==> src/isort_pkg.sv <==
// Types and constants shared by the insertion sorter modules.
package isort_pkg;

    localparam int MAX_ITEMS  = 64;
    localparam int VALUE_BITS = 32;
    localparam int COUNT_BITS = $clog2(MAX_ITEMS + 1);

    typedef logic signed [VALUE_BITS-1:0] value_t;

    typedef enum logic [1:0] {
        CELL_HOLD,
        CELL_INSERT,
        CELL_SHIFT_UP,
        CELL_SHIFT_DOWN
    } cell_op_t;

    typedef enum logic {
        ST_COLLECT,
        ST_DRAIN
    } state_t;

    typedef struct packed {
        cell_op_t op;
        value_t   value;
    } cell_ctl_t;

    typedef struct packed {
        logic m_valid;
        logic m_last;
        logic m_overflow;
        logic take_bottom;
    } out_ctl_t;

endpackage

==> src/isort_ctrl.sv <==
// Sequencer for the sorter: collects a set, then drains it in the chosen order.
module isort_ctrl (
    input  logic                aclk,
    input  logic                aresetn,
    input  logic                s_valid,
    input  logic                s_last_in,
    output logic                s_ready,
    input  logic                m_ready,
    input  logic                cfg_we,
    input  logic                cfg_wdata,
    input  logic                top_valid,
    output isort_pkg::cell_op_t op,
    output isort_pkg::out_ctl_t out_ctl
);
    import isort_pkg::*;

    state_t                state_reg;
    state_t                state_next;
    logic [COUNT_BITS-1:0] count_reg;
    logic [COUNT_BITS-1:0] count_next;
    logic                  overflow_reg;
    logic                  overflow_next;
    logic                  dir_reg;
    logic                  dir_next;
    logic                  asc_reg;

    always_comb begin
        state_next          = state_reg;
        count_next          = count_reg;
        overflow_next       = overflow_reg;
        dir_next            = dir_reg;
        op                  = CELL_HOLD;
        s_ready             = 1'b0;
        out_ctl.m_valid     = 1'b0;
        out_ctl.m_last      = (count_reg == COUNT_BITS'(1));
        out_ctl.m_overflow  = overflow_reg;
        out_ctl.take_bottom = dir_reg;
        unique case (state_reg)
            ST_COLLECT: begin
                s_ready = 1'b1;
                if (s_valid) begin
                    if (count_reg < COUNT_BITS'(MAX_ITEMS)) begin
                        op         = CELL_INSERT;
                        count_next = COUNT_BITS'(count_reg + 1'b1);
                    end else begin
                        overflow_next = 1'b1;
                    end
                    if (s_last_in) begin
                        state_next = ST_DRAIN;
                        dir_next   = asc_reg;
                    end
                end
            end
            ST_DRAIN: begin
                // Largest first: the set is slid up until its top reaches the last cell.
                if (dir_reg || top_valid) begin
                    out_ctl.m_valid = 1'b1;
                    if (m_ready) begin
                        op         = dir_reg ? CELL_SHIFT_DOWN : CELL_SHIFT_UP;
                        count_next = COUNT_BITS'(count_reg - 1'b1);
                        if (count_reg == COUNT_BITS'(1)) begin
                            state_next    = ST_COLLECT;
                            overflow_next = 1'b0;
                        end
                    end
                end else begin
                    op = CELL_SHIFT_UP;
                end
            end
            default: begin
                state_next = ST_COLLECT;
            end
        endcase
    end

    always_ff @(posedge aclk) begin
        if (!aresetn) begin
            state_reg    <= ST_COLLECT;
            count_reg    <= '0;
            overflow_reg <= 1'b0;
            dir_reg      <= 1'b1;
        end else begin
            state_reg    <= state_next;
            count_reg    <= count_next;
            overflow_reg <= overflow_next;
            dir_reg      <= dir_next;
        end
    end

    always_ff @(posedge aclk) begin
        if (!aresetn) begin
            asc_reg <= 1'b1;
        end else if (cfg_we) begin
            asc_reg <= cfg_wdata;
        end
    end

endmodule

==> config.mk <==
export PLATFORM = sky130hd
export DESIGN_NAME = isort_ctrl
export DESIGN_NICKNAME = d
export VERILOG_FILES = /design/src/isort_pkg.sv /design/src/isort_ctrl.sv
export SDC_FILE = /design/constraint.sdc
export NUM_CORES = 1
export LEC_CHECK = 0
export ABC_AREA = 1
export ABC_CLOCK_PERIOD_IN_PS = 3300
export BUFFER_PORTS_ARGS = -buffer_cell sky130_fd_sc_hd__buf_2
export CAP_MARGIN = 20
export CORE_AREA = 2 2 39 41
export CTS_BUF_LIST = sky130_fd_sc_hd__clkbuf_16
export CTS_CLUSTER_SIZE = 30
export DETAILED_ROUTE_END_ITERATION = 16
export DIE_AREA = 0 0 41 43
export PLACE_DENSITY = 0.88
export SLEW_MARGIN = 30
export SYNTH_ARGS = -nofsm -noshare
export SYNTH_HDL_FRONTEND = slang
export SYNTH_SLANG_ARGS = --single-unit
==> constraint.sdc <==
create_clock -name aclk -period 3.3 [get_ports aclk]
set_input_delay 0.495 -clock aclk [delete_from_list [all_inputs] [get_ports aclk]]
set_output_delay 0.495 -clock aclk [all_outputs]
set_load 0.05 [all_outputs]
; ---- After elaboration in Yosys (flattened, before gate mapping)
; Index checks and enable logic that the tools add are counted.
[classes]
div_mod_pow = 0
n_reduce_logical = 4
mul = 0
order_cmp = 1
bitwise = 1
n_addsub = 2
shifts = 0
mux = 26
n_eq_ne = 7
[ops]
columns = cell, count
row1 = two-way mux 7 bit, 4
row2 = two-way mux 1 bit, 16
row3 = one-hot mux 7 bit (2 select lines), 1
row4 = != test 2 bit (second input constant), 5
row5 = adder 7 x 1 -> 7 bit (second input constant), 1
row6 = equality test 7 x 1 -> 1 bit (second input constant), 1
row7 = less-than comparator 7 bit (second input constant), 1
row8 = subtractor 7 x 1 -> 7 bit (second input constant), 1
row9 = AND reduction 5 bit, 1
row10 = two-way mux 2 bit, 2
row11 = one-hot mux 1 bit (2 select lines), 2
row12 = one-hot mux 2 bit (2 select lines), 1
row13 = AND reduction 4 bit, 1
row14 = AND reduction 3 bit, 1
row15 = != test 2 x 1 -> 1 bit (second input constant), 1
row16 = logical OR 1 bit, 1
row17 = inverter 1 bit, 1
[word_totals]
out_inout_bits = 7
memories = 0
input_bits = 8
romBits = 0
latchBits = 0
word_cells = 46
ram_bits = 0
ff_bits = 11

; ---- Logic depth before layout (Yosys ltp)
[logic_depth]
word_depth = 5
ltp_mapped = 9
mapped_depth_nobuf = 9

; ---- Worst setup path before layout
; OpenSTA, ideal clock, no wires.
[synth_timing]
path_type = register to output
from = register count_reg[2]
to = output port out_ctl[2] (netlist name)
stages_incl_launch_ff = 5
slack_ns = 1.716
arrival_time_ns = 1.089
required_time_ns = 2.805
path_buffers = 1
path_cell_list = dfxtp_1 -> buf_2 -> nor2_1 -> nand2_1 -> nor2_2
[synth_rtl]
columns = element, line_no
row1 = from (decl), isort_ctrl.sv:19  ; logic [COUNT_BITS-1:0] count_reg;
row2 = from (signal assigned), isort_ctrl.sv:84  ; count_reg <= count_next;
row3 = to (decl), isort_ctrl.sv:13  ; output isort_pkg::out_ctl_t out_ctl

; ---- Final worst setup path
[layout_timing]
from = register state_reg
to = output port op[0]
[layout_via]
elab_chain_len = 2
[layout_rtl]
columns = element, line_no
row1 = from (decl), isort_ctrl.sv:17  ; state_t state_reg;
row2 = from (signal assigned), isort_ctrl.sv:83  ; state_reg <= state_next;
row3 = inverter 1 bit, --
row4 = one-hot mux 2 bit (2 select lines) *, isort_ctrl.sv:38  ; unique case (state_reg)
row5 = to (decl), isort_ctrl.sv:12  ; output isort_pkg::cell_op_t op,
; Every way passes the cells marked *; elsewhere a longest branch is shown, timed or not.

==> flow_results.xml <==
<?xml version="1.0" encoding="UTF-8"?>
<metrics>
  <group name="run_status">
    <metric name="outcome" unit="">complete, no violations</metric>
  </group>
  <group name="route">
    <metric name="drt-vias-per-instance" unit="">5.49</metric>
    <metric name="drtIter0Drc" unit="">35</metric>
    <metric name="routed-via-count" unit="">774</metric>
    <metric name="drt-pass1-iter-count" unit="">4</metric>
    <metric name="wire_per_inst" unit="um">12.2</metric>
    <metric name="detail_route_antenna_nets" unit="">0</metric>
    <metric name="routed_wire_length" unit="mm">1.73</metric>
    <metric name="detail_route.drc_violations" unit="">0</metric>
  </group>
  <group name="sta">
    <metric name="fin_crit" unit="ns">1.90</metric>
    <metric name="timing.fmax" unit="MHz">527</metric>
    <metric name="finalSetupViolCount" unit="">0</metric>
    <metric name="post-route-period-util" unit="%">57.5</metric>
    <metric name="grt_setup_unrepaired" unit="">false</metric>
    <metric name="setup-tns-final" unit="ns">0</metric>
    <metric name="hold_violations" unit="">0</metric>
    <metric name="slew_at_the_pin_with_the_worst_max_slew_slack" unit="ns">0.474</metric>
    <metric name="final.setup_skew" unit="ns">0.00201</metric>
    <metric name="slew_headroom" unit="%">68.3</metric>
    <metric name="finalWorstSetupSlack" unit="ns">1.40</metric>
    <metric name="final-max-slew-violation-count" unit="">0</metric>
  </group>
  <group name="clocking">
    <metric name="post_cts_buffers" unit="">0</metric>
    <metric name="postCtsHoldBufs" unit="">0</metric>
    <metric name="h-tree-depth" unit="">1</metric>
    <metric name="total_clock_buffers_created_by_cts" unit="">3</metric>
    <metric name="cts_tree" unit="">built</metric>
    <metric name="root_buffer" unit="">clkbuf_16</metric>
    <metric name="worst_setup_hold_path_clk_slew" unit="ns">0.04</metric>
    <metric name="post_cts_resize_count" unit="">0</metric>
    <metric name="insertion_delay_of_the_later_clocked_pin_in_the_worst_skew_pair" unit="ns">0.24</metric>
    <metric name="clock_tree.buffer_depth" unit="">2</metric>
    <metric name="cts.sink_count" unit="">11</metric>
  </group>
  <group name="placement">
    <metric name="pre_cts_slack" unit="ns">1.69</metric>
    <metric name="total_instance_count_after_detailed_placement" unit="">137</metric>
    <metric name="gp_congestion" unit="">0.844</metric>
    <metric name="placement.cell_area" unit="um^2">777</metric>
    <metric name="io_buffers" unit="">14</metric>
    <metric name="hpwl" unit="mm">1.16</metric>
  </group>
  <group name="die">
    <metric name="ios" unit="">15</metric>
    <metric name="rows" unit="">14</metric>
    <metric name="coreArea" unit="um^2">1380</metric>
    <metric name="initial_core_util" unit="%">51.4</metric>
    <metric name="floorplan.die_area" unit="um^2">1760</metric>
    <metric name="chip_width" unit="um">41</metric>
    <metric name="chip_height" unit="um">43</metric>
  </group>
  <group name="worst_setup_path">
    <metric name="critPathKind" unit="">register to output port</metric>
    <metric name="ff2ff_path_depth" unit="">8</metric>
    <metric name="endpoint_kind" unit="">output port</metric>
    <metric name="timing.critical_path.required" unit="ns">2.80</metric>
    <metric name="timing.critical_path.arrival" unit="ns">1.40</metric>
    <metric name="startpoint_type" unit="">register</metric>
    <metric name="worstPathMaxFanout" unit="">15</metric>
    <metric name="worst-r2r-setup-slack" unit="ns">1.76</metric>
  </group>
  <group name="final_layout">
    <metric name="mostFrequentLayoutCell" unit="">nand2_1</metric>
    <metric name="layout_common_cells" unit="">nand2_1, nor2_1, buf_2, nand3_1</metric>
    <metric name="post_route_standard_cell_area_excluding_fillers" unit="um^2">856</metric>
    <metric name="drive_gt1_share" unit="%">19.2</metric>
    <metric name="finish.cell_count_without_fillers" unit="">141</metric>
    <metric name="syn_to_final_growth" unit="%">20.2</metric>
    <metric name="antenna_cells_inserted" unit="">0</metric>
    <metric name="fillCellCount" unit="">121</metric>
    <metric name="fin_nets" unit="">137</metric>
    <metric name="final_core_utilization" unit="%">61.8</metric>
    <metric name="largest_register_ff_count" unit="">7</metric>
  </group>
  <group name="global_route">
    <metric name="antenna_violations_before_repair" unit="">0</metric>
    <metric name="grt_first_pass_wirelength" unit="mm">2.79</metric>
    <metric name="groute.usage.overall" unit="%">23.7</metric>
    <metric name="vias_in_the_first_global_route" unit="">637</metric>
    <metric name="globalRoute.totalOverflow" unit="">0</metric>
    <metric name="grt_max_degree" unit="">16</metric>
  </group>
  <group name="synthesis">
    <metric name="post_synthesis_instance_area" unit="um^2">712</metric>
    <metric name="synth_top_cells_by_area" unit="">dfxtp_1, nand2_1, nor2_1</metric>
    <metric name="postSynthCellCount" unit="">111</metric>
    <metric name="synth_top_area_cell" unit="">dfxtp_1</metric>
    <metric name="ys_seq_area_share" unit="%">30.9</metric>
    <metric name="syn_nets" unit="">122</metric>
    <metric name="synth_top_area_share" unit="%">30.9</metric>
    <metric name="post_synth.cell_area_avg" unit="um^2">6.41</metric>
    <metric name="yosys_register_bits" unit="">11</metric>
    <metric name="ys_types" unit="">21</metric>
    <metric name="yosys_warnings" unit="">0</metric>
  </group>
  <group name="worst_hold_path">
    <metric name="min_path_type" unit="">primary input to register</metric>
    <metric name="hold_path_depth" unit="">2</metric>
  </group>
  <group name="power">
    <metric name="cellLeakagePower" unit="nW">0.403</metric>
    <metric name="vdd_drop_max" unit="mV">0.353</metric>
    <metric name="power_per_cell_area" unit="nW/um^2">598</metric>
  </group>
  <group name="job">
    <metric name="drv.max_cap_violation_count" unit="">0</metric>
  </group>
</metrics>
## kinds of logic (layout without fill, tap and decap cells)
group                      after synthesis  after routing  share of synthesized area, %
xor gates and xnor gates                 2              2                          2.46
DFF                                     11             11                          30.9
AOI/OAI and AO/OA                       18             18                          13.0
buffers and inverters                   16             30                          10.2
and+or+nand+nor                         61             61                          38.1
adders and majority gates                3              3                          5.27
## routing by layer
metal  track usage, %  routed length [um]  vias up
met5                0                   0        -
met4             10.7                  36        0
met3             6.81                 108        6
met2             34.7                 894       34
met1             31.0                 687      351
li1                 -                   -      383
## area by class of cell
type | instances | area (um^2) | area share, %
timing repair buffer | 14 | 70.1 | 8.19
multi-input combinational | 84 | 419 | 49.0
clock inverter | 1 | 3.75 | 0.439
clock buffer | 3 | 75.1 | 8.77
sequential | 11 | 220 | 25.7
tap | 16 | 20.0 | 2.34
inverter | 12 | 47.5 | 5.56
## critical path, cell delays in order (launching register included)
cell and delay [ns]:
dfxtp_1 0.61, inv_2 0.17, nand3_1 0.13, nand2_1 0.05, buf_2 0.20
## cell usage after synthesis (all sizes together)
cell type	instances
nand4	2
dfxtp	11
xor2	1
o21ai	9
o211ai	1
buf	4
inv	12
ha	3
nand2	25
xnor2	1
nand3	12
nor2	22
a21oi	8
## power by group
group / switching [W] / internal (W) / total (W) / leakage [nW]
Combinational: 0.0000905 / 0.0000393 / 0.000130 / 0.270
Clock: 0.0000619 / 0.000159 / 0.000221 / 0.0423
Sequential: 0.0000160 / 0.000145 / 0.000161 / 0.0901
Total: 0.000168 / 0.000343 / 0.000512 / 0.403
## worst paths after layout
check / from / end
worst min register to register: overflow_reg$_SDFFE_PN0P_ / overflow_reg$_SDFFE_PN0P_
worst max-delay path: state_reg$_SDFF_PN0_ / op[0]
worst min-delay path: cfg_we / asc_reg$_SDFFE_PN1P_
worst max register to register: count_reg[0]$_SDFFE_PN0P_ / count_reg[2]$_SDFFE_PN0P_
## metrics by stage
stage / hold slack [ns] / power (W)
final: 0.464 / 0.000512
after global routing: 0.481 / 0.000532
after CTS: 0.469 / 0.000511
after detailed placement: 0.482 / 0.000287
after global placement: 0.452 / 0.000282
after floorplan: 0.440 / 0.000260
No activity file was read; power rests on OpenSTA's default activity.
