==> src/isort_pkg.sv <==
// Types and constants shared by the insertion sorter modules.
package isort_pkg;

    localparam int MAX_ITEMS  = 64;
    localparam int VALUE_BITS = 32;
    localparam int COUNT_BITS = $clog2(MAX_ITEMS + 1);

    typedef logic signed [VALUE_BITS-1:0] value_t;

    typedef enum logic [1:0] {
        CELL_HOLD,
        CELL_INSERT,
        CELL_SHIFT_UP,
        CELL_SHIFT_DOWN
    } cell_op_t;

    typedef enum logic {
        ST_COLLECT,
        ST_DRAIN
    } state_t;

    typedef struct packed {
        cell_op_t op;
        value_t   value;
    } cell_ctl_t;

    typedef struct packed {
        logic m_valid;
        logic m_last;
        logic m_overflow;
        logic take_bottom;
    } out_ctl_t;

endpackage

==> src/isort_cell.sv <==
// One cell of the sorting chain: holds a value and its valid bit.
module isort_cell (
    input  logic               aclk,
    input  logic               aresetn,
    input  isort_pkg::cell_ctl_t ctl,
    input  logic               lower_push,
    input  logic               lower_valid,
    input  isort_pkg::value_t  lower_value,
    input  logic               upper_valid,
    input  isort_pkg::value_t  upper_value,
    output logic               push,
    output logic               valid,
    output isort_pkg::value_t  value
);
    import isort_pkg::*;

    logic   valid_reg;
    logic   valid_next;
    value_t value_reg;
    value_t value_next;

    // A cell gives way to the new value when it is empty or holds a larger value.
    assign push  = !valid_reg || (ctl.value < value_reg);
    assign valid = valid_reg;
    assign value = value_reg;

    always_comb begin
        valid_next = valid_reg;
        value_next = value_reg;
        unique case (ctl.op)
            CELL_HOLD: begin
            end
            CELL_INSERT: begin
                if (push) begin
                    // The cell below also gave way, so its contents move up here.
                    if (lower_push) begin
                        valid_next = lower_valid;
                        value_next = lower_value;
                    end else begin
                        valid_next = 1'b1;
                        value_next = ctl.value;
                    end
                end
            end
            CELL_SHIFT_UP: begin
                valid_next = lower_valid;
                value_next = lower_value;
            end
            CELL_SHIFT_DOWN: begin
                valid_next = upper_valid;
                value_next = upper_value;
            end
            default: begin
            end
        endcase
    end

    always_ff @(posedge aclk) begin
        if (!aresetn) begin
            valid_reg <= 1'b0;
        end else begin
            valid_reg <= valid_next;
        end
    end

    always_ff @(posedge aclk) begin
        value_reg <= value_next;
    end

endmodule

==> config.mk <==
export PLATFORM = sky130hd
export DESIGN_NAME = isort_cell
export DESIGN_NICKNAME = d
export VERILOG_FILES = /design/src/isort_pkg.sv /design/src/isort_cell.sv
export SDC_FILE = /design/constraint.sdc
export NUM_CORES = 1
export LEC_CHECK = 0
export BUFFER_PORTS_ARGS = -buffer_cell sky130_fd_sc_hd__buf_2
export CAP_MARGIN = 30
export CORE_UTILIZATION = 45
export CTS_CLUSTER_DIAMETER = 60
export DETAILED_ROUTE_END_ITERATION = 10
export GPL_TIMING_DRIVEN = 0
export PLACE_DENSITY = 0.78
export SETUP_SLACK_MARGIN = 0.3
export SYNTH_ARGS = -nofsm -noshare
export SYNTH_HDL_FRONTEND = slang
export SYNTH_SLANG_ARGS = --single-unit
==> constraint.sdc <==
create_clock -name aclk -period 8.09 [get_ports aclk]
set_clock_uncertainty 0.05 [all_clocks]
set_input_delay 1.618 -clock aclk [delete_from_list [all_inputs] [get_ports aclk]]
set_output_delay 1.618 -clock aclk [all_outputs]
set_load 0.005 [all_outputs]
== Word-level counts from Yosys, hierarchy flattened ==
Index checks and enable logic that the tools add are counted.

* Input bits: 103
* Word-level logic and storage cells: 17
* Flip-flop bits (word level): 33

* Reductions and logical operators: 4
* Muxes and demuxes: 6
* Order comparisons: 1
* Eq/ne operators: 4

{| class="wikitable"
|+ Operators by type and width
! operator !! count
|-
| 32-bit case mux with 3 select lines || 1
|-
| 32-bit 2-to-1 mux || 2
|-
| 32-bit less-than comparator || 1
|-
| 2-bit == test, second input constant || 2
|-
| 1-bit case mux with 3 select lines || 1
|-
| 3-bit nonzero test || 1
|-
| 2-bit by 1-bit == test with 1-bit output, second input constant || 1
|-
| 1-bit 2-to-1 mux || 2
|-
| 2-bit inequality test, second input constant || 1
|-
| 2-bit AND reduction || 1
|-
| 1-bit logical NOT || 1
|-
| 1-bit logical OR || 1
|}

== Logic depth before layout (Yosys ltp) ==
Gate-level depths: netlist of the first run.

* Depth in word-level cells: 4
* Gate-level depth with buffers: 8
* Mapped depth without buffers: 8

== Worst setup path before layout of the first run ==
OpenSTA, ideal clock, no wires.

* Kind: input to register
* From: input port ctl[23] (netlist bit)
* To: register value_reg[0] (netlist: value[0]) (enable)
* Path buffers: 0
* Data arrival time: 5.181 ns
* Slack: 2.398 ns
* Stages on the path: 6
* Setup time: 0.461 ns
* Data required time: 7.579 ns
* Cell sequence: ha_1 > nand4_4 > or4_1 > a31oi_1 > nor4b_1 > nor3_1

* Word-level cells in the longest chain between the ends: 4

{| class="wikitable"
|+ Ends and longest elaborated chain
! what !! line !! text
|-
| start, declared || isort_cell.sv:5 || <nowiki>input isort_pkg::cell_ctl_t ctl,</nowiki>
|-
| 32-bit less-than comparator || isort_cell.sv:23 || <nowiki>assign push = !valid_reg || (ctl.value < value_reg);</nowiki>
|-
| 1-bit logical OR || isort_cell.sv:23 ||
|-
| 2-bit inequality test (no line) || -- ||
|-
| 2-bit AND reduction (no line) || -- ||
|-
| end signal, assigned || isort_cell.sv:67 || <nowiki>value_reg <= value_next;</nowiki>
|-
| end, declared || isort_cell.sv:19 || <nowiki>value_t value_reg;</nowiki>
|}

No other way between the ends.
A chain may end at the register's enable or synchronous reset.

== Final worst setup path of the first run ==
* From: input port ctl[31] (netlist bit)
* To: output port push

* Word-level cells in the longest chain between the ends: 2

{| class="wikitable"
|+ Ends and longest elaborated chain
! what !! line !! text
|-
| 32-bit less-than comparator || isort_cell.sv:23 ||
|-
| 1-bit logical OR || isort_cell.sv:23 ||
|-
| end, declared || isort_cell.sv:11 || <nowiki>output logic push,</nowiki>
|}

No other way between the ends.

==> flow_results.xml, run 1 <==
<?xml version="1.0" encoding="UTF-8"?>
<metrics>
  <group name="status">
    <metric name="status" unit="">completed</metric>
  </group>
  <group name="synthesis">
    <metric name="syn_nets" unit="">435</metric>
    <metric name="ys_seq_area_share" unit="%">34.5</metric>
    <metric name="netlist.top_cell.by_area" unit="">sky130_fd_sc_hd__edfxtp_1</metric>
    <metric name="post_synth.cell_area_avg" unit="sq um">9.44</metric>
    <metric name="synthTopCellsByArea" unit="">sky130_fd_sc_hd__edfxtp_1, sky130_fd_sc_hd__ha_1, sky130_fd_sc_hd__mux2i_1</metric>
    <metric name="most_frequent_cell_after_synthesis" unit="">sky130_fd_sc_hd__a21oi_1</metric>
    <metric name="synthCells" unit="">301</metric>
    <metric name="synth_common_cells" unit="">sky130_fd_sc_hd__a21oi_1, sky130_fd_sc_hd__inv_1, sky130_fd_sc_hd__nor2b_1</metric>
    <metric name="yosys_warnings" unit="">0</metric>
    <metric name="synth-async-reset-ratio" unit="%">0</metric>
    <metric name="number_of_distinct_library_cells_after_synthesis" unit="">33</metric>
    <metric name="synth_seq_cells" unit="">33</metric>
    <metric name="mappedNetlistArea" unit="sq um">2840</metric>
    <metric name="synth-edff-count" unit="">32</metric>
    <metric name="ys.flop_type" unit="">sky130_fd_sc_hd__edfxtp_1</metric>
    <metric name="post_synth_top_area_share" unit="%">33.8</metric>
  </group>
  <group name="sta">
    <metric name="hold_ws" unit="ps">702</metric>
    <metric name="clock.fmax" unit="MHz">192</metric>
    <metric name="timing.final.setup_violations" unit="">0</metric>
    <metric name="hold_viol" unit="">0</metric>
    <metric name="fin_crit" unit="ps">5200</metric>
    <metric name="grt_setup_unrepaired" unit="">false</metric>
    <metric name="worstMarginPinSlew" unit="ps">772</metric>
    <metric name="final.setup.tns" unit="ps">0</metric>
    <metric name="tightest_slew_margin_relative_to_the_limit" unit="%">48.6</metric>
    <metric name="drv_slew" unit="">0</metric>
    <metric name="final_clock_period_utilization_by_the_worst_path" unit="%">64.3</metric>
  </group>
  <group name="worst_setup_path">
    <metric name="cpLargestDelayFamily" unit="">simple AND/OR/NAND/NOR gates</metric>
    <metric name="critical_path_required" unit="ps">6420</metric>
    <metric name="slowest_delay" unit="ps">530</metric>
    <metric name="critical_path.most_common_cell" unit="">sky130_fd_sc_hd__buf_2</metric>
    <metric name="crit_arrival" unit="ps">3530</metric>
    <metric name="cp_bufs_invs" unit="">2</metric>
    <metric name="worstSetupStartpointType" unit="">input port</metric>
    <metric name="critical_path.slowest_cell" unit="">sky130_fd_sc_hd__or4_1</metric>
    <metric name="worst_setup_path_end_kind" unit="">output port</metric>
    <metric name="path_max_fanout" unit="">6</metric>
    <metric name="timing.setup.critical_path_class" unit="">input port to output port</metric>
    <metric name="cp_cell_sequence" unit="">buf_2 -&gt; ha_1 -&gt; nand4_1 -&gt; or4_1 -&gt; a31oi_1 -&gt; o21a_1 -&gt; o21ai_1 -&gt; buf_2</metric>
  </group>
  <group name="clocking">
    <metric name="clock_sinks" unit="">33</metric>
    <metric name="cts_buffer_depth" unit="">2</metric>
    <metric name="holdBufCountCts" unit="">0</metric>
    <metric name="cts_resized" unit="">0</metric>
    <metric name="cts_root_buffer" unit="">sky130_fd_sc_hd__clkbuf_8</metric>
    <metric name="clock_tree_from_tritoncts" unit="">built</metric>
    <metric name="later_pin_clock_latency_in_the_skew_report" unit="ps">300</metric>
    <metric name="tritoncts.num_buffers" unit="">5</metric>
    <metric name="post_cts.repair.setup_buffers" unit="">0</metric>
    <metric name="cts_max_level" unit="">2</metric>
    <metric name="clkTransAtPathRegs" unit="ps">80</metric>
  </group>
  <group name="die">
    <metric name="coreArea" unit="sq um">5990</metric>
    <metric name="core.rowCount" unit="">28</metric>
    <metric name="die_w" unit="um">81.5</metric>
    <metric name="floorplan.initialDensity" unit="%">47.5</metric>
    <metric name="number_of_top_level_pins" unit="">137</metric>
    <metric name="total_die_area" unit="sq um">6640</metric>
    <metric name="die_h" unit="um">81.5</metric>
  </group>
  <group name="global_route">
    <metric name="grt_overflow" unit="">0</metric>
    <metric name="globalRouteMet2Util" unit="%">43.2</metric>
    <metric name="globalRouteMet1Util" unit="%">27.6</metric>
    <metric name="global_route_wire_length_before_repair" unit="mm">11.9</metric>
    <metric name="vias_in_the_first_global_route" unit="">2573</metric>
    <metric name="groute.usage.overall" unit="%">23.9</metric>
    <metric name="grt_max_degree" unit="">12</metric>
    <metric name="antenna_found_initial" unit="">0</metric>
    <metric name="gr-usage-met3" unit="%">6.33</metric>
    <metric name="grt_most_used_layer" unit="">met2</metric>
  </group>
  <group name="placement">
    <metric name="dpl_hpwl" unit="mm">6.29</metric>
    <metric name="dpl-instance-area" unit="sq um">3650</metric>
    <metric name="io_buffer_count" unit="">134</metric>
    <metric name="gp_routability_congestion" unit="">0.825</metric>
  </group>
  <group name="finish">
    <metric name="nets" unit="">579</metric>
    <metric name="layout-area-overhead-vs-synth" unit="%">31.3</metric>
    <metric name="largest_register_ffs" unit="">32</metric>
    <metric name="finish.instance_area" unit="sq um">3730</metric>
    <metric name="finish.utilization" unit="%">62.3</metric>
    <metric name="drive_above_1_share" unit="%">33.0</metric>
    <metric name="antennaDiodeCount" unit="">0</metric>
  </group>
  <group name="worst_hold_path">
    <metric name="min-delay-path-class" unit="">register to register</metric>
  </group>
  <group name="drt">
    <metric name="detail_route.first_pass.iterations" unit="">4</metric>
    <metric name="finalWirelength" unit="mm">7.85</metric>
    <metric name="route.detailed.wl_per_inst" unit="um">15.1</metric>
    <metric name="count_of_vias_placed_by_the_detailed_router" unit="">2783</metric>
    <metric name="drt_first_iter_violations" unit="">126</metric>
    <metric name="vias_per_cell" unit="">5.34</metric>
    <metric name="remaining_drc_errors" unit="">0</metric>
    <metric name="ant_nets" unit="">0</metric>
  </group>
  <group name="power_and_ir_drop">
    <metric name="worst_ir_drop_vdd" unit="uV">83.9</metric>
    <metric name="p_leak" unit="uW">0.00183</metric>
    <metric name="powerDensity" unit="nW/um^2">142</metric>
  </group>
  <group name="flow_run">
    <metric name="max-cap-violations" unit="">0</metric>
  </group>
</metrics>
-- through the flow --
step | setup slack [ps] | cells | power (uW)
finish | 2890 | 521 | 529
global route | 2760 | 521 | 561
CTS | 2880 | 521 | 532
detailed placement | 2900 | 513 | 408
global placement | 681 | 510 | 399
floorplan | 2400 | 301 | 329
-- report_power, final --
| part | internal (uW) | total [uW] | switching (uW) |
|---|---|---|---|
| Combinational | 84.4 | 178 | 93.5 |
| Sequential | 215 | 226 | 11.3 |
| Clock | 58.0 | 126 | 67.6 |
-- cell type report --
cell class	instances	area (sq um)
fillers	546	2260
multi-input cells	217	1680
flip-flops and latches	33	981
repair buffers	137	708
inverters	33	124
well taps	75	93.8
clock buffers	5	68.8
plain buffers	18	67.6
clock inverters	3	12.5
-- path summary, 6_finish.rpt --
kind / from / to / slack, ps / depth (start not counted)
hold reg to reg: valid / valid / 700 / 2
setup / recovery: ctl[31] / push / 2890 / 8
hold / removal: valid / valid / 700 / 2
setup reg to reg: value[31] / value[31] / 4960 / 8
-- metal layers --
| metal | vias to the layer above | share of wire (%) | routed length, um |
|---|---|---|---|
| met4 | 0 | 1.1 | 85 |
| met5 | - | 0 | 0 |
| met1 | 1263 | 43 | 3410 |
| met3 | 7 | 8.6 | 675 |
| met2 | 109 | 47 | 3680 |
| li1 | 1404 | - | - |
-- cell families (layout without fill, tap and decap cells) --
logic type / count (synthesis) / in the layout / share of synthesized area [%]
muxes: 32 / 32 / 11.7
buffers and inverters: 51 / 196 / 6.73
AOI/OAI and AO/OA: 93 / 93 / 20.6
and+or+nand+nor: 61 / 61 / 12.9
adders and majority gates: 31 / 31 / 13.6
DFF: 33 / 33 / 34.5
-- worst reg2reg max path: cells and delay by family, from the launching register on --
| family | cells | cell delay [ps] |
|---|---|---|
| flops | 1 | 350 |
| buf+inv | 2 | 300 |
| fa+ha+maj | 1 | 370 |
| compound gates | 1 | 360 |
| simple gates | 4 | 1410 |
-- cell usage in the layout (no fill, tap or decap), types with 3 or more instances in the layout --
| cell | netlist | routed |
|---|---|---|
| sky130_fd_sc_hd__buf_2 | 0 | 134 |
| sky130_fd_sc_hd__o21ai_1 | 3 | 3 |
| sky130_fd_sc_hd__ha_1 | 31 | 31 |
| sky130_fd_sc_hd__nand2b_1 | 3 | 3 |
| sky130_fd_sc_hd__clkbuf_1 | 16 | 16 |
| sky130_fd_sc_hd__edfxtp_1 | 32 | 32 |
| sky130_fd_sc_hd__nand2_1 | 9 | 9 |
| sky130_fd_sc_hd__a21oi_1 | 43 | 43 |
| sky130_fd_sc_hd__nand4_1 | 5 | 5 |
| sky130_fd_sc_hd__mux2i_1 | 31 | 31 |
| sky130_fd_sc_hd__nor2b_1 | 33 | 33 |
| sky130_fd_sc_hd__a211oi_1 | 31 | 31 |
| sky130_fd_sc_hd__nor2_1 | 3 | 3 |
| sky130_fd_sc_hd__o21ai_0 | 4 | 4 |
| sky130_fd_sc_hd__inv_1 | 33 | 33 |
| sky130_fd_sc_hd__clkbuf_8 | 0 | 5 |
No activity file was read; power rests on OpenSTA's default activity.
==> run 2: changes to the inputs <==
- clock period: 8.09 -> 5.1 ns (I/O delays scaled with it)
==> run 2 against run 1 <==
Against the previous run:
- clock-buffer cell count grew 3
- non-clock buffer count shrank 2
- register-to-register slack lost 3300 ps
- die area is the same
- utilization shrank 0.084 points
- sequential power grew 58%
- total power grew 58%
- critical path type unchanged
- wire length grew 2.0%
- hold slack gained 10 ps
==> flow_results.xml, run 2 (same netlist as run 1, synthesis figures left out) <==
<?xml version="1.0" encoding="UTF-8"?>
<metrics>
  <group name="die">
    <metric name="die_h" unit="um">81.5</metric>
    <metric name="total_die_area" unit="sq um">6640</metric>
    <metric name="floorplan.initialDensity" unit="%">47.5</metric>
    <metric name="number_of_top_level_pins" unit="">137</metric>
    <metric name="die_w" unit="um">81.5</metric>
    <metric name="coreArea" unit="sq um">5990</metric>
    <metric name="core.rowCount" unit="">28</metric>
  </group>
  <group name="worst_setup_path">
    <metric name="path_max_fanout" unit="">6</metric>
    <metric name="worst_setup_path_end_kind" unit="">output port</metric>
    <metric name="worstSetupStartpointType" unit="">input port</metric>
    <metric name="critical_path_required" unit="ps">4030</metric>
    <metric name="critical_path.slowest_cell" unit="">sky130_fd_sc_hd__or4_1</metric>
    <metric name="critical_path.most_common_cell" unit="">sky130_fd_sc_hd__buf_2</metric>
    <metric name="crit_arrival" unit="ps">2930</metric>
    <metric name="cp_cell_sequence" unit="">buf_2 -&gt; ha_1 -&gt; nand4_1 -&gt; or4_1 -&gt; a31oi_1 -&gt; o21a_1 -&gt; o21ai_1 -&gt; buf_2</metric>
    <metric name="timing.setup.critical_path_class" unit="">input port to output port</metric>
    <metric name="slowest_delay" unit="ps">520</metric>
  </group>
  <group name="finish">
    <metric name="final_cell_mix" unit="">sky130_fd_sc_hd__buf_2, sky130_fd_sc_hd__a21oi_1, sky130_fd_sc_hd__inv_1, sky130_fd_sc_hd__nor2b_1, sky130_fd_sc_hd__edfxtp_1</metric>
    <metric name="largest_register_ffs" unit="">32</metric>
    <metric name="layout-area-overhead-vs-synth" unit="%">31.1</metric>
    <metric name="nets" unit="">577</metric>
    <metric name="finish.instance_area" unit="sq um">3730</metric>
    <metric name="finish.utilization" unit="%">62.2</metric>
    <metric name="drive_above_1_share" unit="%">32.4</metric>
    <metric name="antennaDiodeCount" unit="">0</metric>
    <metric name="fin_cells" unit="">519</metric>
    <metric name="mostFrequentLayoutCell" unit="">sky130_fd_sc_hd__buf_2</metric>
  </group>
  <group name="clocking">
    <metric name="clock_sinks" unit="">33</metric>
    <metric name="post_cts.repair.setup_buffers" unit="">0</metric>
    <metric name="clock_tree_from_tritoncts" unit="">built</metric>
    <metric name="holdBufCountCts" unit="">0</metric>
    <metric name="cts_root_buffer" unit="">sky130_fd_sc_hd__clkbuf_8</metric>
    <metric name="cts_resized" unit="">0</metric>
    <metric name="cts_max_level" unit="">2</metric>
    <metric name="cts_buffer_depth" unit="">2</metric>
    <metric name="clkTransAtPathRegs" unit="ps">70</metric>
    <metric name="tritoncts.num_buffers" unit="">5</metric>
    <metric name="later_pin_clock_latency_in_the_skew_report" unit="ps">280</metric>
  </group>
  <group name="power_and_ir_drop">
    <metric name="p_int" unit="uW">572</metric>
    <metric name="powerDensity" unit="nW/um^2">225</metric>
    <metric name="net_switching_share_of_the_total_power" unit="%">31.8</metric>
    <metric name="report.power.total" unit="uW">838</metric>
    <metric name="p_leak" unit="uW">0.00183</metric>
    <metric name="net-switching-power" unit="uW">266</metric>
    <metric name="share_seq_of_total_power" unit="%">42.7</metric>
    <metric name="power_frac_comb" unit="%">34.0</metric>
    <metric name="worst_ir_drop_vdd" unit="uV">126</metric>
    <metric name="clock_power_share" unit="%">23.4</metric>
  </group>
  <group name="worst_hold_path">
    <metric name="min-delay-path-class" unit="">register to register</metric>
  </group>
  <group name="drt">
    <metric name="remaining_drc_errors" unit="">0</metric>
    <metric name="met3RoutedLength" unit="um">631</metric>
    <metric name="detail_route.first_pass.iterations" unit="">4</metric>
    <metric name="count_of_vias_placed_by_the_detailed_router" unit="">2785</metric>
    <metric name="finalWirelength" unit="mm">8.01</metric>
    <metric name="drt_first_iter_violations" unit="">124</metric>
    <metric name="vias_per_cell" unit="">5.37</metric>
    <metric name="routed-wl-met2" unit="mm">3.88</metric>
    <metric name="highest-signal-layer" unit="">met4</metric>
    <metric name="ant_nets" unit="">0</metric>
    <metric name="route.detailed.wl_per_inst" unit="um">15.4</metric>
    <metric name="drt-met1-wl" unit="mm">3.43</metric>
  </group>
  <group name="sta">
    <metric name="drv_slew" unit="">0</metric>
    <metric name="fin_crit" unit="ps">4000</metric>
    <metric name="worstMarginPinSlew" unit="ps">939</metric>
    <metric name="hold_viol" unit="">0</metric>
    <metric name="grt_setup_unrepaired" unit="">false</metric>
    <metric name="timing.final.setup_violations" unit="">0</metric>
    <metric name="clock.fmax" unit="MHz">250</metric>
    <metric name="tightest_slew_margin_relative_to_the_limit" unit="%">37.2</metric>
    <metric name="hold_ws" unit="ps">712</metric>
    <metric name="final_clock_period_utilization_by_the_worst_path" unit="%">78.4</metric>
  </group>
  <group name="global_route">
    <metric name="grt_overflow" unit="">0</metric>
    <metric name="antenna_found_initial" unit="">0</metric>
    <metric name="vias_in_the_first_global_route" unit="">2750</metric>
    <metric name="global_route_wire_length_before_repair" unit="mm">12.5</metric>
    <metric name="grt_max_degree" unit="">18</metric>
    <metric name="groute.usage.overall" unit="%">24.9</metric>
  </group>
  <group name="placement">
    <metric name="placed_cells_incl_taps" unit="">511</metric>
    <metric name="dpl_hpwl" unit="mm">6.36</metric>
    <metric name="io_buffer_count" unit="">134</metric>
    <metric name="gp_routability_congestion" unit="">0.788</metric>
    <metric name="dpl-instance-area" unit="sq um">3650</metric>
  </group>
  <group name="status">
    <metric name="status" unit="">completed</metric>
  </group>
  <group name="flow_run">
    <metric name="max-cap-violations" unit="">0</metric>
  </group>
</metrics>
run 2: changes by cell type in the layout (fill, tap and decap cells not counted):
cell | before | now
sky130_fd_sc_hd__clkbuf_1 | 16 | 19
sky130_fd_sc_hd__buf_6 | 2 | 0
sky130_fd_sc_hd__clkinv_1 | 2 | 0
sky130_fd_sc_hd__buf_16 | 0 | 1
sky130_fd_sc_hd__buf_8 | 1 | 0
sky130_fd_sc_hd__clkinv_2 | 1 | 0
sky130_fd_sc_hd__nor3_2 | 1 | 0
sky130_fd_sc_hd__nor3_4 | 0 | 1
run 2: worst max-delay path, delay by kind of cell:
kind                     cells  cell delay (ps)
adder cells (fa/ha/maj)      1              370
buffers and inverters        2              250
AND/OR/NAND/NOR              2              700
AO/OA/AOI/OAI                3              590
run 2: final timing paths:
| check | cells after the start | from | endpoint | slack (ps) |
|---|---|---|---|---|
| worst max-delay path | 8 | ctl[31] | push | 1100 |
| worst min-delay path | 2 | valid | valid | 710 |
| worst max register to register | 8 | value[31] | value[13] | 1690 |
| worst min register to register | 2 | valid | valid | 710 |
run 2: final cells by class:
cell class / count / area, sq um
inverter: 33 / 124
tap: 75 / 93.8
clock buffer: 8 / 80.1
timing repair buffer: 135 / 698
multi-input combinational: 217 / 1680
sequential: 33 / 981
buffer: 18 / 67.6
fill: 574 / 2260
run 2: metal layers:
metal  vias to the layer above  GRT usage, %
met5                         -             0
met4                         0          7.32
met3                         6          7.56
met2                       113          44.3
met1                      1268          28.4
li1                       1398             -
run 2: metrics by stage:
stage	setup WS [ps]	setup TNS (ps)
2_1_floorplan	989	0
4_1_cts	1110	0
6_report	1100	0
3_3_place_gp	-135	-4280
3_5_place_dp	929	0
5_1_grt	978	0
run 2: power by group through the flow:
stage	logic [uW]	clock network (uW)	registers, uW
after global placement	268	0	364
after detailed placement	286	0	363
final	285	196	357
after floorplan	156	0	366
after global routing	321	210	362
after CTS	287	202	358
